--- config.mk ---
export PLATFORM = sky130hd
export DESIGN_NAME = fbc_queue
export DESIGN_NICKNAME = d
export VERILOG_FILES = /design/src/rtl/fbc_pkg.sv /design/src/rtl/fbc_queue.sv
export SDC_FILE = /design/constraint.sdc
export NUM_CORES = 2
export LEC_CHECK = 0
export BUFFER_PORTS_ARGS = -buffer_cell sky130_fd_sc_hd__buf_2
export CAP_MARGIN = 25
export CORE_AREA = 3 3 780 782
export DETAILED_ROUTE_END_ITERATION = 7
export DIE_AREA = 0 0 783 785
export HOLD_SLACK_MARGIN = 0.1
export SLEW_MARGIN = 5
export SYNTH_ARGS = -nofsm -noshare
export SYNTH_HDL_FRONTEND = slang
export SYNTH_SLANG_ARGS = --single-unit
--- constraint.sdc ---
create_clock -name clock -period 62.9 [get_ports clock]
set_input_delay 3.145 -clock clock [delete_from_list [all_inputs] [get_ports clock]]
set_output_delay 3.145 -clock clock [all_outputs]
set_load 0.005 [all_outputs]
--- src/rtl/fbc_pkg.sv ---
// Package for the frustum box cull block: constants, payload types and queue entry type.
package fbc_pkg;

   localparam int MAT_W       = 32;
   localparam int FRAC_BITS   = 16;
   localparam int COORD_WIDTH = 32;
   // coordinates narrowed to COORD_WIDTH, at most the full field width
   localparam int CW          = (COORD_WIDTH < 32) ? COORD_WIDTH : 32;
   localparam int COEF_W      = MAT_W + 1;
   localparam int PROD_W      = COEF_W + CW;
   localparam int SUM_W       = PROD_W + 2;
   localparam int NUM_PLANES  = 6;
   localparam int MAT_DEPTH   = 16;

   // plane slots in a queue entry
   localparam int PL_LEFT   = 0;
   localparam int PL_RIGHT  = 1;
   localparam int PL_BOTTOM = 2;
   localparam int PL_TOP    = 3;
   localparam int PL_NEAR   = 4;
   localparam int PL_FAR    = 5;

   // item kinds
   localparam logic KIND_LOAD = 1'b0;
   localparam logic KIND_TEST = 1'b1;

   // queue depths, powers of two
   localparam int TQ_DEPTH  = 4;
   localparam int TQ_PTR_W  = $clog2(TQ_DEPTH);
   localparam int TQ_CNT_W  = $clog2(TQ_DEPTH + 1);
   localparam int RQ_DEPTH  = 4;
   localparam int RQ_PTR_W  = $clog2(RQ_DEPTH);
   localparam int RQ_CNT_W  = $clog2(RQ_DEPTH + 3);

   typedef struct packed {
      logic                    kind;
      logic [1:0]              row;
      logic [1:0]              col;
      logic signed [MAT_W-1:0] matrix_value;
      logic signed [31:0]      min_x;
      logic signed [31:0]      min_y;
      logic signed [31:0]      min_z;
      logic signed [31:0]      max_x;
      logic signed [31:0]      max_y;
      logic signed [31:0]      max_z;
   } req_type;

   typedef struct packed {
      logic visible;
      logic frustum_ok;
   } rsp_type;

   typedef struct packed {
      logic signed [COEF_W-1:0] a;
      logic signed [COEF_W-1:0] b;
      logic signed [COEF_W-1:0] c;
      logic signed [COEF_W-1:0] d;
   } plane_type;

   typedef struct packed {
      plane_type [NUM_PLANES-1:0] plane;
      logic signed [CW-1:0]       min_x;
      logic signed [CW-1:0]       min_y;
      logic signed [CW-1:0]       min_z;
      logic signed [CW-1:0]       max_x;
      logic signed [CW-1:0]       max_y;
      logic signed [CW-1:0]       max_z;
      logic                       frustum_ok;
      logic                       box_ok;
   } task_type;

endpackage

--- src/rtl/fbc_queue.sv ---
// Short queue of classified test boxes between front and back.
module fbc_queue (
   input  logic              clock,
   input  logic              reset,
   input  logic              push,
   input  fbc_pkg::task_type wr_data,
   output logic              full,
   input  logic              pop,
   output fbc_pkg::task_type rd_data,
   output logic              empty
);
   import fbc_pkg::*;

   task_type             mem_ff [TQ_DEPTH];
   logic [TQ_PTR_W-1:0]  wr_ptr_ff;
   logic [TQ_PTR_W-1:0]  rd_ptr_ff;
   logic [TQ_CNT_W-1:0]  count_ff;
   logic [TQ_CNT_W-1:0]  count_in;
   logic                 do_push;
   logic                 do_pop;

   assign full    = (count_ff == TQ_CNT_W'(TQ_DEPTH));
   assign empty   = (count_ff == '0);
   assign do_push = push && !full;
   assign do_pop  = pop && !empty;
   assign rd_data = mem_ff[rd_ptr_ff];

   always_comb begin
      count_in = count_ff;
      if (do_push && !do_pop) begin
         count_in = count_ff + 1'b1;
      end else if (do_pop && !do_push) begin
         count_in = count_ff - 1'b1;
      end
   end

   always_ff @(posedge clock) begin
      if (reset) begin
         wr_ptr_ff <= '0;
         rd_ptr_ff <= '0;
         count_ff  <= '0;
      end else begin
         count_ff <= count_in;
         if (do_push) begin
            wr_ptr_ff <= wr_ptr_ff + 1'b1;
         end
         if (do_pop) begin
            rd_ptr_ff <= rd_ptr_ff + 1'b1;
         end
      end
   end

   always_ff @(posedge clock) begin
      if (do_push) begin
         mem_ff[wr_ptr_ff] <= wr_data;
      end
   end

endmodule

; ---- After elaboration in Yosys (flattened, before gate mapping)
; Memories as Yosys holds them, arrays and structs flattened. A register that Yosys moved wholly into a read port is not among the register bits.
; Cells that the tools add are included.
[word_totals]
mem_count = 1
ram_bits = 3944
in_bits = 990
register_bits = 7
elab_cells = 25
out_inout_bits = 988
[classes]
mux = 6
add_sub_neg = 4
reduce_logical = 10
eq_ne = 1
[mem_list]
columns = memory, depth, word_bits, rd, rd_clocked_by_memory_dff, write_ports, line_no
row1 = mem_ff, 4, 986, 1, 1, 1, fbc_queue.sv:14  ; task_type mem_ff [TQ_DEPTH];
[op_table]
columns = cell, count
row1 = $mux 3, 2
row2 = $add 2x1->2 const B, 2
row3 = $logic_and 1x1->1, 4
row4 = $logic_not 1->1, 4
row5 = $mux 2, 2
row6 = $add 3x1->3 const B, 1
row7 = $eq 3x3->1 const B, 1
row8 = $logic_not 3->1, 1
row9 = $sub 3x1->3 const B, 1
row10 = $mux 1, 2
row11 = $reduce_bool 2->1, 1

; ---- Logic depth before layout (Yosys ltp)
[depth]
depth_word = 7
depth_mapped = 8
ltp_nobuf = 8

; ---- Least setup slack after synthesis
; Ideal clock, no wire load.
[synth_path]
path_type = input-to-reg
startpoint = input push
endpoint = memory mem_ff[0][0] in the netlist's numbering (enable)
setup_ns = 1.488
slack_ns = 35.764
cell_stages = 3
t_arrival_ns = 25.648
cell_sequence = inv_1 nor2_1 and2_1
[synth_via]
elab_chain_cells = 3
[synth_rtl]
columns = element, line_no
row1 = "start, declared", fbc_queue.sv:5  ; input logic push,
row2 = $logic_and 1x1->1, fbc_queue.sv:24  ; assign do_push = push && !full;
row3 = net do_push, fbc_queue.sv:19  ; logic do_push;
row4 = $mux 1, fbc_queue.sv:54  ; if (do_push) begin
row5 = $mux 1 (not written as such), fbc_queue.sv:55  ; mem_ff[wr_ptr_ff] <= wr_data;
row6 = "end, declared", fbc_queue.sv:14
; The timed path passes the listed nets, and every way through them passes these cells.

==> flow_summary.yaml <==
outcome:
  status: "finished, final reports clean"
worst_setup_path:
  arrival_ps: 7240
  rrSetupSlack_ps: 56270
  critical_path_class: "flip-flop to primary output"
  ff2ff_path_depth: 9
  end_kind: "primary output"
  r2r-end: "mem_ff[2][428]"
  required_ps: 59760
  start_kind: "flip-flop"
  rr_startpoint: "count_ff[0]"
  crit_fanout: 45
synth:
  yosysWarnings: 0
  ys_seq_elements: 3953
  synth_area_leader_cell: "edfxtp_1"
  synth_area_sq_mm: 0.143
  yosysUniqueCellTypes: 23
  async_flop_share_pct: 0
  yosys-top-cells-area: "edfxtp_1 (83%), mux4_2 (16%), buf_6 (0.48%), buf_2 (0.38%), dfxtp_1 (0.13%)"
  synth_edf_count: 3944
  synth.most_common_cell: "edfxtp_1"
  syn-num-nets: 6194
  synth_top_area_share_pct: 83.1
  yosysSeqAreaShare_pct: 83.2
  synthCells: 5198
  ys_top_cells_by_count: "edfxtp_1 (3944), mux4_2 (986), buf_2 (109)"
  synth-main-ff-cell: "edfxtp_1"
  synth.avg_cell_area_sq_um: 27.4
global_routing:
  gr-usage-all-layers_pct: 15.9
  overflow: 0
  grt_max_degree: 143
  grt_pass1_wl_mm: 660
  antenna_found_initial: 480
  grt_pass1_vias: 68400
clock_tree:
  insertion_delay_ps: 980
  clk_pin_slew_ps: 60
  clock-sinks: 3953
  cts_hold_buf: 0
  numCtsBuffers: 411
  cts_tree: "yes"
  clock_path_buffers: 4
  cts_max_level: 5
  cts_resized: 0
  cts-root-buf: "clkbuf_16"
  cts_setup_buffers: 0
die:
  io_pins: 1978
  fp-row-count: 285
  die_area_sq_mm: 0.615
  die_h_microns: 785
  core_sq_mm: 0.602
  start_util_pct: 23.7
  dieWidth_microns: 783
sta:
  hold_viol_final: 0
  skew_ps: 70.3
  rsz0062_at_grt: "false"
  slew_headroom_pct: 28.0
  finalCriticalPeriod_ps: 10390
  setup_viol: 0
  max_freq_mhz: 96.3
  slew_violations: 0
  fin_tns_setup_ps: 0
  fin_crit_sh_pct: 16.5
  whs_ps: 535
  worstMarginPinSlew_ps: 1080
place:
  finalWeightedCongestion: 0.867
  numPortBuffers: 1977
  dp_hpwl_mm: 383
  dp_cells: 15100
detailed_routing:
  top_layer: "met5"
  drt-total-wl_mm: 508
  wl_met3_mm: 60.8
  route.antenna.remaining_nets: 0
  dr.pass1.iters: 6
  drt_iter0_markers: 7281
  drc_errors: 0
  wl_per_cell_microns: 31.4
  wl_met1_mm: 185
  vias_per_cell: 4.31
  wl_met2_mm: 232
  num_vias: 69700
cells_and_area:
  fin_cells: 16200
  syn2layout_area_growth_pct: 23.6
  drive_above_1_share_pct: 46.6
  num-nets-final: 8465
worst_hold_path:
  min_path_type: "flip-flop to flip-flop"
  min_from: "wr_ptr_ff[1]"
  whs_path_depth: 2
  hold_end: "wr_ptr_ff[1]"
power:
  peakVddDrop_uv: 32.0
  power.leakage_nw: 56.4
  power.density_mw_per_mm2: 41.5
run:
  max-cap-violations: 0
## metal layers
layer  track usage (%)  vias up
li1                  -    27800
met3              7.47     1256
met2              24.8     3561
met5             0.177        -
met4              7.14      218
met1              18.7    36900
## layout by cell type, fill, tap and decap left out
cell type / count
a21oi_1: 2
and2_4: 4
buf_12: 21
buf_16: 2
buf_2: 1977
buf_4: 79
bufinv_16: 32
clkbuf_1: 106
clkbuf_16: 413
clkinv_1: 84
clkinv_16: 18
clkinv_2: 69
clkinv_4: 10
clkinv_8: 1
clkinvlp_4: 15
dfxtp_1: 7
dfxtp_4: 2
diode_2: 322
edfxtp_1: 3944
fa_1: 1
ha_1: 5
inv_1: 4
inv_16: 3
inv_6: 12
inv_8: 5
mux2i_1: 2
mux4_2: 986
nand2b_1: 2
nor2_1: 6
nor3_1: 1
nor3b_1: 1
o21ai_0: 2
o311ai_0: 1
o31ai_1: 1
or3_1: 2
xor2_1: 4
## critical path, stage by stage (launching register included)
cell     delay, ps
dfxtp_4        780
buf_4          730
buf_4          580
buf_4          690
buf_4          770
buf_4          790
buf_4          850
mux4_2         610
buf_2          160
## flip-flops by register name, indices dropped and copies added (netlist names), named ones only
register   count
count_ff       3
mem_ff      3944
rd_ptr_ff      2
wr_ptr_ff      2
## final cells by class
type | instances | area [sq um]
clock inverter | 249 | 2600
timing repair buffer | 2079 | 11000
sequential | 3953 | 119000
antenna | 322 | 806
inverter | 4 | 15.0
multi-input combinational | 1020 | 22500
tap | 8036 | 10100
clock buffer | 519 | 10700
fill | 58500 | 426000
## power by group
part / leakage, nW / switching [mW] / internal (mW)
sequential: 36.2 / 0.0538 / 3.17
clock: 6.44 / 1.05 / 1.35
combinational: 13.7 / 0.991 / 0.707
total: 56.4 / 2.09 / 5.23
## how the worst max path moves through the flow
| stage | startpoint | to | slack, ps | depth (start not counted) |
|---|---|---|---|---|
| after floorplan | push | mem_ff[0][0] | 35760 | 3 |
| after global placement | flip-flop | rd_data[530] | 53120 | 8 |
| after detailed placement | flip-flop | rd_data[614] | 53120 | 8 |
| after CTS | flip-flop | rd_data[555] | 51950 | 8 |
| after global routing | flip-flop | rd_data[583] | 51610 | 8 |
| final | flip-flop | rd_data[555] | 52510 | 8 |
## through the flow
| step | util (%) | setup slack, ps | total power, mW | area, sq um |
|---|---|---|---|---|
| 4_1_cts | 29.1 | 51950 | 7.43 | 175000 |
| 3_3_place_gp | 26.9 | 53120 | 5.01 | 162000 |
| 3_5_place_dp | 26.9 | 53120 | 5.01 | 162000 |
| 6_report | 29.3 | 52510 | 7.32 | 176000 |
| 2_1_floorplan | - | 35760 | 4.41 | 143000 |
| 5_1_grt | 29.2 | 51610 | 7.59 | 176000 |
## cells by family (layout without fill, tap and decap cells)
group	after synthesis	after routing	share of synthesized area [%]
fa+ha+maj	6	6	0.0579
other cells	0	322	0
buf+inv	225	2851	1.04
xor+xnor	4	4	0.0246
mux	988	988	15.6
simple gates	16	16	0.0597
compound gates	6	6	0.0255
flops	3953	3953	83.2
(Power assumes the default switching activity.)
